### config.mk
export PLATFORM = sky130hd
export DESIGN_NAME = swma_ram
export DESIGN_NICKNAME = d
export VERILOG_FILES = /design/src/sv/swma_ram.sv
export SDC_FILE = /design/constraint.sdc
export NUM_CORES = 2
export LEC_CHECK = 0
export BUFFER_PORTS_ARGS = -buffer_cell sky130_fd_sc_hd__buf_2
export CORE_MARGIN = 2
export CORE_UTILIZATION = 53
export DETAILED_ROUTE_END_ITERATION = 10
export GPL_TIMING_DRIVEN = 0
export PLACE_DENSITY_LB_ADDON = 0.25
export SYNTH_ARGS = -nofsm -noshare
export SYNTH_HDL_FRONTEND = slang
export SYNTH_SLANG_ARGS = --single-unit
### constraint.sdc
create_clock -name clk -period 2.4 [get_ports clk]
set_input_delay 0.12 -clock clk [delete_from_list [all_inputs] [get_ports clk]]
set_output_delay 0.12 -clock clk [all_outputs]
set_load 0.005 [all_outputs]
### src/sv/swma_ram.sv
// Generic simple dual-port RAM: one write port, one read port, registered read.
// No dependencies.
`default_nettype none

module swma_ram #(
  parameter int WIDTH = 8,
  parameter int DEPTH = 256,
  localparam int AW = (DEPTH > 1) ? $clog2(DEPTH) : 1
) (
  input  wire logic             clk,
  input  wire logic             we,
  input  wire logic [AW-1:0]    waddr,
  input  wire logic [WIDTH-1:0] wdata,
  input  wire logic [AW-1:0]    raddr,
  output logic      [WIDTH-1:0] rdata
);

  logic [WIDTH-1:0] mem [DEPTH];

  always_ff @(posedge clk) begin
    if (we) begin
      mem[waddr] <= wdata;
    end
    rdata <= mem[raddr];
  end

endmodule

`default_nettype wire

---- Word level (Yosys, flattened, before mapping) ----
Memory sizes are Yosys's and may differ from the RTL's. A register that Yosys moved wholly into a read port is not among the register bits.
Cells that the tools add are included.
word-level totals
  flip-flop bits (word level) ............. 0
  memory bits (writable) .................. 2048
  logic and storage cells ................. 3
  memories ................................ 1
  bits of input ports ..................... 26
memory list
  name  depth  bits a word  rd ports  clocked after memory_dff  wr ports  RTL line  source
  mem   256    8            1         1                         1         18        logic [WIDTH-1:0] mem [DEPTH];
operators by class
  muxes and demuxes ....................... 2
operator list
  operator          count
  2-to-1 mux 1 bit  2

---- Logic depth before layout (Yosys ltp) ----
  word-level depth ........................ 2
  mapped depth ............................ 11
  gate-level depth less buffers ........... 6

---- Least setup slack after synthesis ----
Ideal clock, no wire load.
  path type ............................... in2reg
  start ................................... input raddr[0]
  end ..................................... register rdata[2], read port of mem
  path slack .............................. 342 ps
  setup time .............................. 131 ps
  arrival time ............................ 1927 ps
  path buffers ............................ 4
  stages .................................. 9
  path through ............................ buf_6 -> buf_12 -> buf_8 -> buf_2 -> mux4_2 -> a22oi_1 -> a21oi_1 -> nor4_1 -> nor4_2
RTL lines
  element          RTL line  source
  start, declared  14        input wire logic [AW-1:0] raddr,
  end, declared    15        output logic [WIDTH-1:0] rdata

==> tab_implementation.tex <==
\begin{tabular}{lr}
\hline
Metric & Value \\
\hline
\multicolumn{2}{l}{\textbf{Outcome}} \\
\quad Outcome & finished, violations left \\
\quad Violated checks & max-capacitance violations, max-slew violations, negative setup slack \\
\multicolumn{2}{l}{\textbf{Logic synthesis}} \\
\quad FFs w/ async S/R, synth & 0 \\
\quad Synthesis Warnings & 0 \\
\quad Syn Inst Count & 3733 \\
\quad Synth Net Count & 3759 \\
\quad Post-synth top flop & sky130\_fd\_sc\_hd\_\_edfxtp\_1 \\
\quad Cell taking the most area after synthesis & sky130\_fd\_sc\_hd\_\_edfxtp\_1 \\
\quad Count of flip-flops with a built-in enable after synthesis & 2048 \\
\quad Proportion of netlist area held by the largest area contributor & 0.773 \\
\quad Post-synthesis sequential area ratio & 0.775 \\
\quad Cells taking the most area after synthesis & sky130\_fd\_sc\_hd\_\_edfxtp\_1 (77\%), sky130\_fd\_sc\_hd\_\_mux4\_2 (13\%), sky130\_fd\_sc\_hd\_\_mux2i\_1 (1.7\%) \\
\quad Library cells used by synthesis & 55 \\
\quad Average instance area after synthesis & 21.3 um\^{}2 \\
\quad Number of register bits inferred by synthesis & 2056 \\
\quad Area of the mapped netlist & 79600 um\^{}2 \\
\multicolumn{2}{l}{\textbf{Place}} \\
\quad Count of buffers from port buffering & 26 \\
\quad Final HPWL from detailed placement & 155000 um \\
\quad Routability congestion estimate & 1.03 \\
\multicolumn{2}{l}{\textbf{GRT}} \\
\quad Wire length of the first global-routing pass & 320000 um \\
\quad Total overflow reported by the global router & 0 \\
\quad Largest net degree at the start of global routing & 167 \\
\quad Total routing usage reported by global routing & 0.309 \\
\quad Via count of the first global-routing pass & 40600 \\
\quad Initial antenna violation count & 16 \\
\multicolumn{2}{l}{\textbf{Setup path}} \\
\quad Maximum single-stage delay on the critical path & 0.67 ns \\
\quad Nature of the critical path endpoint & flop \\
\quad Buffers and inverters on the worst path & 4 \\
\quad Slowest library cell on the worst path & sky130\_fd\_sc\_hd\_\_nor4\_4 \\
\quad Maximum fanout encountered on the critical timing path & 10 \\
\quad Type of the setup path with the least slack & in -> reg \\
\quad Required time reported for the critical path endpoint & 3.07 ns \\
\quad Setup crit start kind & input pin \\
\quad Cells along the critical path & buf\_2, buf\_4, buf\_2, clkdlybuf4s18\_2, mux4\_2, a22oi\_1, a21oi\_1, nor4\_4, nor4\_4 \\
\quad Endpoint arrival time on the critical path & 3.24 ns \\
\quad Family with the most delay on the worst path & buffers and inverters \\
\multicolumn{2}{l}{\textbf{STA}} \\
\quad Clock Skew & 0.0322 ns \\
\quad Highest clock frequency the design can meet & 389 MHz \\
\quad RSZ-0062 raised after global routing & yes \\
\quad Actual transition at the worst max-transition pin & 1.65 ns \\
\quad Min Hold Slack & 0.139 ns \\
\quad Final hold violations & 0 \\
\quad Total count of max-transition violations in the final report & 11 \\
\quad Setup slack of the critical path after layout & -0.168 ns \\
\quad Final setup violating endpoints & 258 \\
\quad Final Cycle Share & 1.07 \\
\quad Final critical-path required period & 2.57 ns \\
\quad Slew HR & -0.101 \\
\multicolumn{2}{l}{\textbf{Die}} \\
\quad Core area & 149000 um\^{}2 \\
\quad Die footprint & 153000 um\^{}2 \\
\quad I/O pin count & 34 \\
\quad Site row count & 142 \\
\quad Die extent in y & 391 um \\
\quad Initial cell density of the core & 0.532 \\
\quad Die Width & 391 um \\
\multicolumn{2}{l}{\textbf{Power and ir drop}} \\
\quad IR Drop Worst-Case VDD & 754 uV \\
\quad PD cells & 820 nW/um\^{}2 \\
\quad Leakage power of the design & 0.0278 uW \\
\quad Power, Total & 74300 uW \\
\multicolumn{2}{l}{\textbf{Routing}} \\
\quad Via-to-Cell Ratio & 6.77 \\
\quad Antenna-violating nets left & 0 \\
\quad Length of the first detailed-routing pass in iterations & 6 \\
\quad Routed wire length per instance & 37.8 um \\
\quad DRC & 0 \\
\quad Detailed-route via count & 41900 \\
\quad Detailed router's first-iteration violation count & 7215 \\
\quad Total wire length & 234000 um \\
\multicolumn{2}{l}{\textbf{Finish}} \\
\quad Area Growth Syn to Fin & 14.0\% \\
\quad Share of post-route cells with drive strength above 1 & 0.291 \\
\quad Final net count & 4029 \\
\quad Util after Layout & 0.607 \\
\multicolumn{2}{l}{\textbf{CTS}} \\
\quad Total number of clock tree sinks & 2056 \\
\quad Clock tree from TritonCTS & built \\
\quad \# H-tree levels & 4 \\
\quad Number of CTS-inserted buffers & 198 \\
\quad Root buffer selected by CTS & sky130\_fd\_sc\_hd\_\_clkbuf\_16 \\
\quad Buffer levels on the longest clock path & 3 \\
\quad Clock edge transition at the registers on the reported setup and hold paths & 0.06 ns \\
\quad Clock latency at the later pin of the worst-skew pair & 0.85 ns \\
\multicolumn{2}{l}{\textbf{Worst hold path}} \\
\quad Worst hold path type & in -> reg \\
\multicolumn{2}{l}{\textbf{Job}} \\
\quad Count of maximum capacitance violations & 1 \\
\hline
\end{tabular}
-- cell families (layout without fill, tap and decap cells) --
family | Yosys count | count (layout) | share of synthesized area
compound gates | 385 | 385 | 0.0342
flops | 2056 | 2056 | 0.775
other cells | 0 | 6 | 0
buf+inv | 235 | 674 | 0.0183
simple gates | 466 | 466 | 0.0263
mux | 591 | 591 | 0.146
-- placed cells by master (no fill, tap or decap), types with 10 or more instances in the layout --
master,n
sky130_fd_sc_hd__o211ai_1,10
sky130_fd_sc_hd__buf_6,21
sky130_fd_sc_hd__a211oi_1,14
sky130_fd_sc_hd__a21oi_1,83
sky130_fd_sc_hd__clkinv_2,32
sky130_fd_sc_hd__clkbuf_1,97
sky130_fd_sc_hd__buf_4,65
sky130_fd_sc_hd__edfxtp_1,2048
sky130_fd_sc_hd__a22oi_1,132
sky130_fd_sc_hd__nor2b_1,28
sky130_fd_sc_hd__buf_2,48
sky130_fd_sc_hd__nor2_1,133
sky130_fd_sc_hd__nand3_1,33
sky130_fd_sc_hd__nor2_2,112
sky130_fd_sc_hd__nand4_1,10
sky130_fd_sc_hd__bufinv_16,12
sky130_fd_sc_hd__mux4_2,455
sky130_fd_sc_hd__clkbuf_4,24
sky130_fd_sc_hd__clkbuf_16,200
sky130_fd_sc_hd__mux2i_1,133
sky130_fd_sc_hd__o22ai_1,27
sky130_fd_sc_hd__o221ai_1,40
sky130_fd_sc_hd__nor2_4,37
sky130_fd_sc_hd__nor4_4,24
sky130_fd_sc_hd__nand2_1,32
sky130_fd_sc_hd__buf_8,24
sky130_fd_sc_hd__clkinv_1,49
sky130_fd_sc_hd__clkbuf_2,41
-- worst paths after layout --
kind         cells after the start           to  slack [ns]        from
max                              9     rdata[6]       -0.17    raddr[1]
min                              3  mem[114][0]        0.14    waddr[4]
max reg2reg                      6     rdata[6]       -0.08  mem[83][6]
min reg2reg                      6     rdata[3]        1.21  mem[41][3]
-- synth_stat cells, types with 13 or more instances --
library cell               number
sky130_fd_sc_hd__a211oi_1      16
sky130_fd_sc_hd__a21oi_1       96
sky130_fd_sc_hd__a221oi_1      13
sky130_fd_sc_hd__a22oi_1      133
sky130_fd_sc_hd__buf_1         22
sky130_fd_sc_hd__buf_2         31
sky130_fd_sc_hd__buf_4         27
sky130_fd_sc_hd__buf_6         21
sky130_fd_sc_hd__buf_8         13
sky130_fd_sc_hd__clkbuf_1     111
sky130_fd_sc_hd__edfxtp_1    2048
sky130_fd_sc_hd__mux2i_1      134
sky130_fd_sc_hd__mux4_2       454
sky130_fd_sc_hd__nand2_1       33
sky130_fd_sc_hd__nand3_1       34
sky130_fd_sc_hd__nor2_1       282
sky130_fd_sc_hd__nor2b_1       31
sky130_fd_sc_hd__nor3_1        22
sky130_fd_sc_hd__nor4_1        24
sky130_fd_sc_hd__o221ai_1      46
sky130_fd_sc_hd__o22ai_1       28
-- sequential cells by signal, summed over array words and instances, names as in the netlist --
| register | count |
|---|---|
| rdata | 8 |
| mem | 2048 |
-- what timing repair did --
action / in CTS / in global routing
buffers inserted: 22 / 5
setup endpoints to repair: 1145 / 1040
resized for setup: 331 / 131
hold buffers: 8 / 0
hold endpoints to repair: 854 / 0
pin swaps: 31 / 13
-- metal layers --
metal,share of wire,up-vias,global-route usage
met4,0.055,14,0.151
met1,0.36,21800,0.428
met3,0.14,563,0.0923
met2,0.45,3240,0.451
li1,-,16300,-
met5,0.00070,-,0.00415
-- report_power, final --
group / internal, uW / switching [uW]
logic: 1410 / 3100
clock network: 16700 / 13500
registers: 39600 / 23.7
-- worst min-delay path: stages --
cell and delay (ns):
sky130_fd_sc_hd__buf_2 0.15, sky130_fd_sc_hd__nand3_1 0.37, sky130_fd_sc_hd__nor2_4 0.14
-- metrics by stage --
step	cell area, um^2	worst slack (ns)	setup TNS [ns]	cells
after floorplan	79600	0.342	0	3733
after global placement	82200	-2.59	-5547.22	5775
after detailed placement	82600	-2.41	-1488.23	5786
after CTS	90200	-0.246	-14.43	6184
after global routing	90700	-0.0908	-0.254	6190
final	90700	-0.168	-13.54	6194
-- final cells by class --
| type | instances | area (um^2) |
|---|---|---|
| plain buffers | 231 | 1700 |
| repair buffers | 72 | 768 |
| multi-input cells | 1442 | 17800 |
| flip-flops and latches | 2056 | 61700 |
| clock buffers | 255 | 5210 |
| clock inverters | 114 | 985 |
| well taps | 2016 | 2520 |
| inverters | 2 | 8.76 |
| diodes | 6 | 15.0 |
| fillers | 10300 | 58800 |
No activity file was read; power rests on OpenSTA's default activity.
