$ cat config.mk
export PLATFORM = sky130hd
export DESIGN_NAME = swma_scan
export DESIGN_NICKNAME = d
export VERILOG_FILES = /design/src/sv/swma_pkg.sv /design/src/sv/swma_scan.sv
export SDC_FILE = /design/constraint.sdc
export NUM_CORES = 1
export LEC_CHECK = 0
export ABC_AREA = 1
export BUFFER_PORTS_ARGS = -buffer_cell sky130_fd_sc_hd__buf_2
export CORE_MARGIN = 2
export CORE_UTILIZATION = 50
export CTS_CLUSTER_DIAMETER = 60
export DETAILED_ROUTE_END_ITERATION = 12
export PLACE_DENSITY = 0.74
export SETUP_SLACK_MARGIN = 0.2
export SYNTH_ARGS = -nofsm -noshare
export SYNTH_HDL_FRONTEND = slang
export SYNTH_SLANG_ARGS = --single-unit
$ cat constraint.sdc
create_clock -name clk -period 6.1 [get_ports clk]
set_clock_uncertainty 0.2 [all_clocks]
set_input_delay 0.915 -clock clk [delete_from_list [all_inputs] [get_ports clk]]
set_output_delay 0.915 -clock clk [all_outputs]
set_load 0.01 [all_outputs]
$ cat src/sv/swma_pkg.sv
// Shared types and constants of the sliding window median alert block.
// No dependencies; swma_channels, swma_scan, the top level and the testbench import this package.
`default_nettype none

package swma_pkg;

  localparam int SAMPLE_W = 8;   // input sample field
  localparam int CFG_W    = 11;  // window_length register
  localparam int TM_W     = 9;   // twice_median result field
  localparam int ACNT_W   = 32;  // alert_count result field

  typedef enum logic [3:0] {
    ST_CLEAR,
    ST_IDLE,
    ST_SCAN,
    ST_SCAN_END,
    ST_DEC_RD,
    ST_DEC_WR,
    ST_INC_RD,
    ST_INC_WR,
    ST_OUT
  } swma_state_t;

  typedef struct packed {
    logic start;  // clear accumulator and found flags
    logic step;   // take one bin count
  } scan_ctrl_t;

endpackage

`default_nettype wire

$ cat src/sv/swma_scan.sv
// Cumulative rank scan: adds one bin count per step and records the first
// bins that reach the lower and upper middle ranks. Depends on swma_pkg.
`default_nettype none

module swma_scan
  import swma_pkg::*;
#(
  parameter int BIN_W = 8,
  parameter int CNT_W = 11
) (
  input  wire logic             clk,
  input  wire logic             rst,
  input  wire scan_ctrl_t       ctl,
  input  wire logic [BIN_W-1:0] bin,
  input  wire logic [CNT_W-1:0] count,
  input  wire logic [CNT_W-1:0] lower_rank,
  input  wire logic [CNT_W-1:0] upper_rank,
  output logic      [BIN_W:0]   sum
);

  logic [CNT_W-1:0] cum;
  logic [CNT_W-1:0] cum_next;
  logic [BIN_W-1:0] lower;
  logic [BIN_W-1:0] upper;
  logic             have_lower;
  logic             have_upper;

  assign cum_next = cum + count;
  assign sum      = {1'b0, lower} + {1'b0, upper};

  always_ff @(posedge clk) begin
    if (rst || ctl.start) begin
      cum        <= '0;
      lower      <= '0;
      upper      <= '0;
      have_lower <= 1'b0;
      have_upper <= 1'b0;
    end else if (ctl.step) begin
      cum <= cum_next;
      if (!have_lower && cum_next >= lower_rank) begin
        lower      <= bin;
        have_lower <= 1'b1;
      end
      if (!have_upper && cum_next >= upper_rank) begin
        upper      <= bin;
        have_upper <= 1'b1;
      end
    end
  end

endmodule

`default_nettype wire

# Word level (Yosys, flattened, before mapping)

Index checks and enable logic that the tools add are counted.

Output and inout bits: 9
Register bits after elaboration: 29

Add/sub/neg operators: 2
$lt $le $gt $ge: 2
Reduce and logical (&&, ||, !) cells: 7

Operators with widths:

| operator            | count |
|---|---|
| $ge A11 B11 Y1      | 2 |
| $add A11 B11 Y11    | 1 |
| $add A8 B8 Y9       | 1 |
| $reduce_and A2 Y1   | 2 |
| $logic_and A1 B1 Y1 | 2 |
| $logic_not A1 Y1    | 2 |
| $logic_or A1 B1 Y1  | 1 |

# Longest topological paths before layout

Gate-level depths: netlist (run 1).

Depth in word-level cells: 4
Mapped depth: 20

# Worst setup path after synthesis (run 1)

No wires, ideal clock.

Path type: input-to-reg
From: input count[0]
To: register have_upper
Arrival: 3201 ps
Cell stages on the path: 17
Slack: 2571 ps
Data required time: 5772 ps
Setup time: 128 ps
Cell sequence: ha_1 fa_1 nand3_1 nand3_1 a21oi_1 xor2_1 inv_1 ha_1 nand2_1 nor2_1 nand3_1 nand3_1 nor2_2 nand2_4 buf_6 a21oi_1 nor2_1

Cells in the longest elaborated chain, start to end: 4

RTL lines:

| item                        | line            | RTL |
|---|---|---|
| start, declared             | swma_scan.sv:15 | `input wire logic [CNT_W-1:0] count,` |
| $add A11 B11 Y11            | swma_scan.sv:28 | `assign cum_next = cum + count;` |
| named net cum_next[6]       | swma_scan.sv:22 | `logic [CNT_W-1:0] cum_next;` |
| $ge A11 B11 Y1              | swma_scan.sv:44 | `if (!have_upper && cum_next >= upper_rank) begin` |
| $logic_and A1 B1 Y1         | swma_scan.sv:44 |  |
| $reduce_and A2 Y1 (no line) | n/a             |  |
| end signal, assigned        | swma_scan.sv:37 | `have_upper <= 1'b0;` |
| end signal, assigned        | swma_scan.sv:46 | `have_upper <= 1'b1;` |
| end, declared               | swma_scan.sv:26 | `logic have_upper;` |

The timed path passes the listed nets, and every way through them passes these cells.
A chain may end at the register's enable or synchronous reset.

# Worst setup path in the final report (run 1)

From: input count[0]
To: register lower[4]

Cells in the longest elaborated chain, start to end: 4

RTL lines:

| item                        | line            | RTL |
|---|---|---|
| $add A11 B11 Y11            | swma_scan.sv:28 |  |
| named net cum_next[6]       | swma_scan.sv:22 |  |
| $ge A11 B11 Y1              | swma_scan.sv:40 | `if (!have_lower && cum_next >= lower_rank) begin` |
| $logic_and A1 B1 Y1         | swma_scan.sv:40 |  |
| $reduce_and A2 Y1 (no line) | n/a             |  |
| end signal, assigned        | swma_scan.sv:41 | `lower <= bin;` |
| end, declared               | swma_scan.sv:23 | `logic [BIN_W-1:0] lower;` |

The timed path passes the listed nets, and every way through them passes these cells.

==> flow_metrics.env, run 1 <==
export IMPL_status="finished clean"
export IMPL_numCtsBuffers=5
export IMPL_busiest_layer="met2"
export IMPL_fmax_mhz=271
export IMPL_multi_input_area_um2=1740
export IMPL_layout_commonest_cell="inv_1"
export IMPL_synthesis_instances=415
export IMPL_synth_fp_nets=502
export IMPL_drtIter0Drc=100
export IMPL_yosys_top_cells_area="dfxtp_1 22%, ha_1 19%, inv_1 12%"
export IMPL_synth_edf_count=0
export IMPL_p_per_area_nw_per_um2=202
export IMPL_worst_pin_slew_ns=0.666
export IMPL_grt_usage_pct=21.1
export IMPL_drc=0
export IMPL_syn_avg_cell_area_um2=6.49
export IMPL_crit_path_start_kind="input port"
export IMPL_final_layout_size_suffix_gt1_share_pct=16.2
export IMPL_setup_tns_ns=0
export IMPL_holdBufCountCts=0
export IMPL_grt_util_met2_pct=40.4
export IMPL_die_y_um=77.4
export IMPL_timing_final_crit_share_pct=60.5
export IMPL_cts_resized=0
export IMPL_grt_pass1_wl_um=10300
export IMPL_arrival_ns=3.71
export IMPL_hold_slack_ns=0.292
export IMPL_grt_overflow=0
export IMPL_synthArstFlopShare_pct=0
export IMPL_mostFrequentLayoutCells="87 x inv_1, 83 x nand2_1, 54 x nor2_1"
export IMPL_root_buffer="clkbuf_8"
export IMPL_insertedDiodeCount=0
export IMPL_routed_wl_um=5840
export IMPL_hpwl_um=4740
export IMPL_clk_latency_ns=0.28
export IMPL_clock_path_buffers=2
export IMPL_grtUsageMet1_pct=22.9
export IMPL_layout_min_cycle_time_ns=3.69
export IMPL_rsz0062_at_grt="false"
export IMPL_clk_pin_slew_worst_paths_ns=0.06
export IMPL_yosysTopAreaCellShare_pct=21.5
export IMPL_die_area_um2=5990
export IMPL_antenna_found_initial=0
export IMPL_syn_area_um2=2700
export IMPL_syn_to_final_growth_pct=16.1
export IMPL_worstPathMaxFanout=9
export IMPL_fillCellCount=517
export IMPL_final_util_pct=60.9
export IMPL_vdd_drop_max_mv=0.141
export IMPL_yosys_area_top_type="dfxtp_1"
export IMPL_endpoint_kind="register"
export IMPL_met3_usage_pct=4.77
export IMPL_core_area_um2=5140
export IMPL_numClockSinks=29
export IMPL_drv_slew=0
export IMPL_r2r_setup_slack_ns=2.86
export IMPL_setup_viol=0
export IMPL_die_w_um=77.4
export IMPL_initial_core_util_pct=52.4
export IMPL_postCtsSetupBuffers=0
export IMPL_synth_seq_cells=29
export IMPL_boundaryPins=54
export IMPL_ant_nets=0
export IMPL_firstDrtPassIters=5
export IMPL_path_class="in -> reg"
export IMPL_synth_flop_cell="dfxtp_1"
export IMPL_ys_seq_area_share_pct=21.5
export IMPL_grt_pass1_vias=2495
export IMPL_grt_max_degree=28
export IMPL_slew_headroom_pct=55.6
export IMPL_nNetsFinal=556
export IMPL_cap_violations=0
export IMPL_vias=2629
export IMPL_hold_path_class="reg -> reg"
export IMPL_portBuffers=53
export IMPL_rows=26
export IMPL_final_seq_area_um2=581
export IMPL_place_congestion=0.884
export IMPL_synth_cell_types=29
export IMPL_cts_tree="yes"
export IMPL_p_leak_nw=1.85
export IMPL_h_tree_depth=2
export IMPL_wl_per_cell_um=10.8
export IMPL_crit_required_ns=6.12
export IMPL_ys_warn_count=0
export IMPL_hold_viol=0
export IMPL_viasPerCell=4.87
-- Yosys cell counts (all sizes together) (2+ instances only) --
library cell	number
nor2	60
o21ai	13
a21oi	31
dfxtp	29
a21o	4
buf	4
xnor2	3
xor2	9
nand2	87
inv	88
nand3	26
fa	2
nand4	12
ha	40
clkbuf	3
-- power by group --
group	internal [mW]	switching (mW)	leakage, nW
Clock	0.133	0.0753	0.0585
Combinational	0.0835	0.136	1.56
Sequential	0.200	0.00583	0.236
-- cell type report --
class | instances | area share [%]
multi-input cells | 290 | 55.5
flip-flops and latches | 29 | 18.6
inverters | 89 | 10.7
repair buffers | 54 | 8.72
well taps | 70 | 2.80
clock buffers | 7 | 2.76
clock inverters | 1 | 0.960
-- kinds of logic (layout without fill, tap and decap cells) --
family / Yosys count / after routing / share of synthesized area (%)
adder cells (fa/ha/maj): 42 / 42 / 20.1
AND/OR/NAND/NOR: 185 / 185 / 30.0
flip-flops: 29 / 29 / 21.5
buffers and inverters: 96 / 151 / 14.0
AO/OA/AOI/OAI: 51 / 51 / 10.5
XOR/XNOR: 12 / 12 / 3.90
-- critical path: stages --
cell and delay (ns):
buf_2 0.11, ha_1 0.23, fa_1 0.43, nand3_1 0.11, nand3_1 0.14, a21oi_1 0.19, xor2_1 0.21, inv_1 0.08
ha_1 0.29, nand2_1 0.07, nor2_1 0.17, nand3_1 0.09, nand2_1 0.09, inv_1 0.07, nand2_4 0.13, nand3_4 0.15
nand2_1 0.11, inv_1 0.04, nor2_1 0.08
-- registers in the layout (all words and copies together) (netlist names) --
register / cells
have_lower: 1
have_upper: 1
cum: 11
lower: 8
upper: 8
-- stage by stage --
step	power, mW	std cells	setup WS [ns]	cell area, um2
6_report	0.633	540	2.41	3130
5_1_grt	0.683	540	2.13	3130
4_1_cts	0.640	540	2.39	3130
3_5_place_dp	0.430	532	2.11	3010
3_3_place_gp	0.424	532	2.17	3010
2_1_floorplan	0.376	415	2.57	2700
-- layer usage --
layer	up-vias	share of wire (%)
met2	52	52
met1	1161	43
li1	1407	-
met5	-	0
met3	9	4.0
met4	0	1.4
-- final timing paths --
| kind | endpoint | cells past startpoint | from |
|---|---|---|---|
| setup / recovery | lower[4] | 19 | count[0] |
| hold / removal | upper[2] | 2 | upper[2] |
| setup reg to reg | lower[4] | 18 | cum[0] |
| hold reg to reg | upper[2] | 2 | upper[2] |
No activity file was read; power rests on OpenSTA's default activity.
==> run 2: changes to the inputs <==
--- a/config.mk
+++ b/config.mk
@@ -11,7 +11,7 @@
 export CORE_UTILIZATION = 50
 export CTS_CLUSTER_DIAMETER = 60
 export DETAILED_ROUTE_END_ITERATION = 12
-export PLACE_DENSITY = 0.74
+export PLACE_DENSITY = 0.76
 export SETUP_SLACK_MARGIN = 0.2
 export SYNTH_ARGS = -nofsm -noshare
 export SYNTH_HDL_FRONTEND = slang
==> constraint.sdc (replaced) <==
create_clock -name clk -period 3 [get_ports clk]
set_clock_uncertainty 0.2 [all_clocks]
set_input_delay 0.45 -clock clk [delete_from_list [all_inputs] [get_ports clk]]
set_output_delay 0.45 -clock clk [all_outputs]
set_load 0.01 [all_outputs]
==> run 2 against run 1 <==
Wire length increased by 18%; critical path type is now reg -> reg; critical endpoint is now lower[5]; sequential share of layout area decreased by 2.0 points; critical path depth decreased by 1; first-iteration DRC count increased by 59%.
==> flow_metrics.env, run 2 (synthesized netlist as in run 1, its figures left out) <==
export IMPL_numClockSinks=29
export IMPL_boundaryPins=54
export IMPL_worstPathMaxFanout=5
export IMPL_grt_overflow=0
export IMPL_cap_violations=0
export IMPL_viasPerCell=4.92
export IMPL_numCtsBuffers=5
export IMPL_setup_viol=0
export IMPL_portBuffers=53
export IMPL_rsz0062_at_grt="true"
export IMPL_mostFrequentLayoutCells="85 x inv_1, 73 x nand2_1, 53 x buf_2"
export IMPL_path_class="reg -> reg"
export IMPL_hold_viol=0
export IMPL_wl_per_cell_um=12.2
export IMPL_initial_core_util_pct=52.4
export IMPL_drv_slew=0
export IMPL_clock_path_buffers=2
export IMPL_h_tree_depth=2
export IMPL_grt_max_degree=28
export IMPL_insertedDiodeCount=0
export IMPL_status="finished clean"
export IMPL_r2r_setup_slack_ns=0.08
export IMPL_crit_slowest_cell="fa_2"
export IMPL_die_y_um=77.4
export IMPL_worst_pin_slew_ns=0.456
export IMPL_critPathMaxStageDelay_ns=0.34
export IMPL_largest_register_ffs=11
export IMPL_vdd_drop_max_mv=0.222
export IMPL_core_area_um2=5140
export IMPL_hold_path_class="reg -> reg"
export IMPL_grt_usage_pct=23.2
export IMPL_grt_pass1_wl_um=11300
export IMPL_vias=2797
export IMPL_cp_cell_sequence="ha_4, fa_2, nand3_2, nand3_4, a21oi_2, xor2_1, inv_2, ha_4, nand2_2, nor2_4, nand2_2, nor2_4, nor2_4, nand2_4, nand3_4, nand2_1, inv_1, nor2_1"
export IMPL_hold_slack_ns=0.279
export IMPL_place_congestion=0.871
export IMPL_crit_path_start_kind="register"
export IMPL_rows=26
export IMPL_arrival_ns=2.94
export IMPL_final_layout_size_suffix_gt1_share_pct=28.9
export IMPL_drc=0
export IMPL_regMostFlops="cum"
export IMPL_layout_commonest_cell="inv_1"
export IMPL_drtIter0Drc=159
export IMPL_clk_latency_ns=0.28
export IMPL_timing_final_crit_share_pct=97.4
export IMPL_crit_required_ns=3.02
export IMPL_grt_pass1_vias=2714
export IMPL_holdBufCountCts=0
export IMPL_critical_path_top_delay_family="simple AND/OR/NAND/NOR gates"
export IMPL_nNetsFinal=584
export IMPL_ant_nets=0
export IMPL_hpwl_um=4930
export IMPL_firstDrtPassIters=4
export IMPL_die_w_um=77.4
export IMPL_fmax_mhz=342
export IMPL_cpMostUsedCell="nor2_4"
export IMPL_clk_pin_slew_worst_paths_ns=0.07
export IMPL_layout_min_cycle_time_ns=2.92
export IMPL_totalPowerFinal_mw=1.33
export IMPL_slew_headroom_pct=69.6
export IMPL_cts_tree="yes"
export IMPL_endpoint_kind="register"
export IMPL_cp_num_buf_inv=2
export IMPL_die_area_um2=5990
export IMPL_routed_wl_um=6910
export IMPL_root_buffer="clkbuf_8"
export IMPL_reg_largest_list="cum (11), lower (8), upper (8)"
export IMPL_antenna_found_initial=0
export IMPL_syn_to_final_growth_pct=30.2
export IMPL_p_leak_nw=2.00
export IMPL_p_per_area_nw_per_um2=379
-- run 2: changes by cell type in the layout (fill, tap and decap cells not counted), moves of 4 or more --
cell,before,now
nand2_2,2,14
ha_4,0,4
ha_1,40,36
nand2_1,83,73
nor2_4,1,6
nand3_1,25,21
buf_4,1,25
nor2_1,54,49
a21oi_2,3,14
a21oi_1,28,17
-- run 2: stage by stage --
step                setup TNS (ns)  std cells  instance area [um2]  utilization [%]  worst slack, ns
finish                           0        568                 3510             68.3           0.0766
global route                -0.502        568                 3510             68.3          -0.0565
CTS                              0        566                 3400             66.1            0.123
detailed placement           -3.12        548                 3190             62.1           -0.194
global placement             -2.30        548                 3190             62.1           -0.153
floorplan                        0        415                 2760                -           0.0351
-- run 2: power breakdown --
| part | internal (mW) | total, mW | switching (mW) |
|---|---|---|---|
| registers | 0.407 | 0.421 | 0.0142 |
| logic | 0.241 | 0.589 | 0.348 |
| clock network | 0.161 | 0.318 | 0.158 |
-- run 2: path summary, 6_finish.rpt --
| check | cells after the start | endpoint | from |
|---|---|---|---|
| worst max register to register | 18 | lower[5] | cum[0] |
| worst min-delay path | 2 | upper[3] | upper[3] |
| worst min register to register | 2 | upper[3] | upper[3] |
| worst max-delay path | 18 | lower[5] | cum[0] |
-- run 2: worst reg2reg max path, cell delays in order (launching register included) --
cell and delay [ns]:
dfxtp_2 0.33, ha_4 0.16, fa_2 0.35, nand3_2 0.09, nand3_4 0.08, a21oi_2 0.15
xor2_1 0.24, inv_2 0.11, ha_4 0.29, nand2_2 0.07, nor2_4 0.12, nand2_2 0.08
nor2_4 0.10, nor2_4 0.06, nand2_4 0.12, nand3_4 0.11, nand2_1 0.09, inv_1 0.04
nor2_1 0.08
-- run 2: routing by layer --
metal / vias up / routed length [um] / global-route usage, %
met4: 0 / 143 / 7.32
li1: 1471 / - / -
met1: 1234 / 2880 / 24.9
met5: - / 0 / 0
met2: 78 / 3640 / 45.7
met3: 14 / 253 / 3.60
-- run 2: layout make-up --
class                   count  area [um2]
clock inverters             2        10.0
fillers                   456        1630
repair buffers             78         453
inverters                  89         334
flip-flops and latches     29         582
well taps                  70        87.6
clock buffers               6        72.6
multi-input cells         294        1970
-- run 2: timing repair --
item,4_1_cts,5_1_grt
buffers inserted,6,2
pin swaps,16,7
setup endpoints to repair,19,19
endpoints found under the hold margin,0,0
gates cloned,4,0
resized for setup,14,24
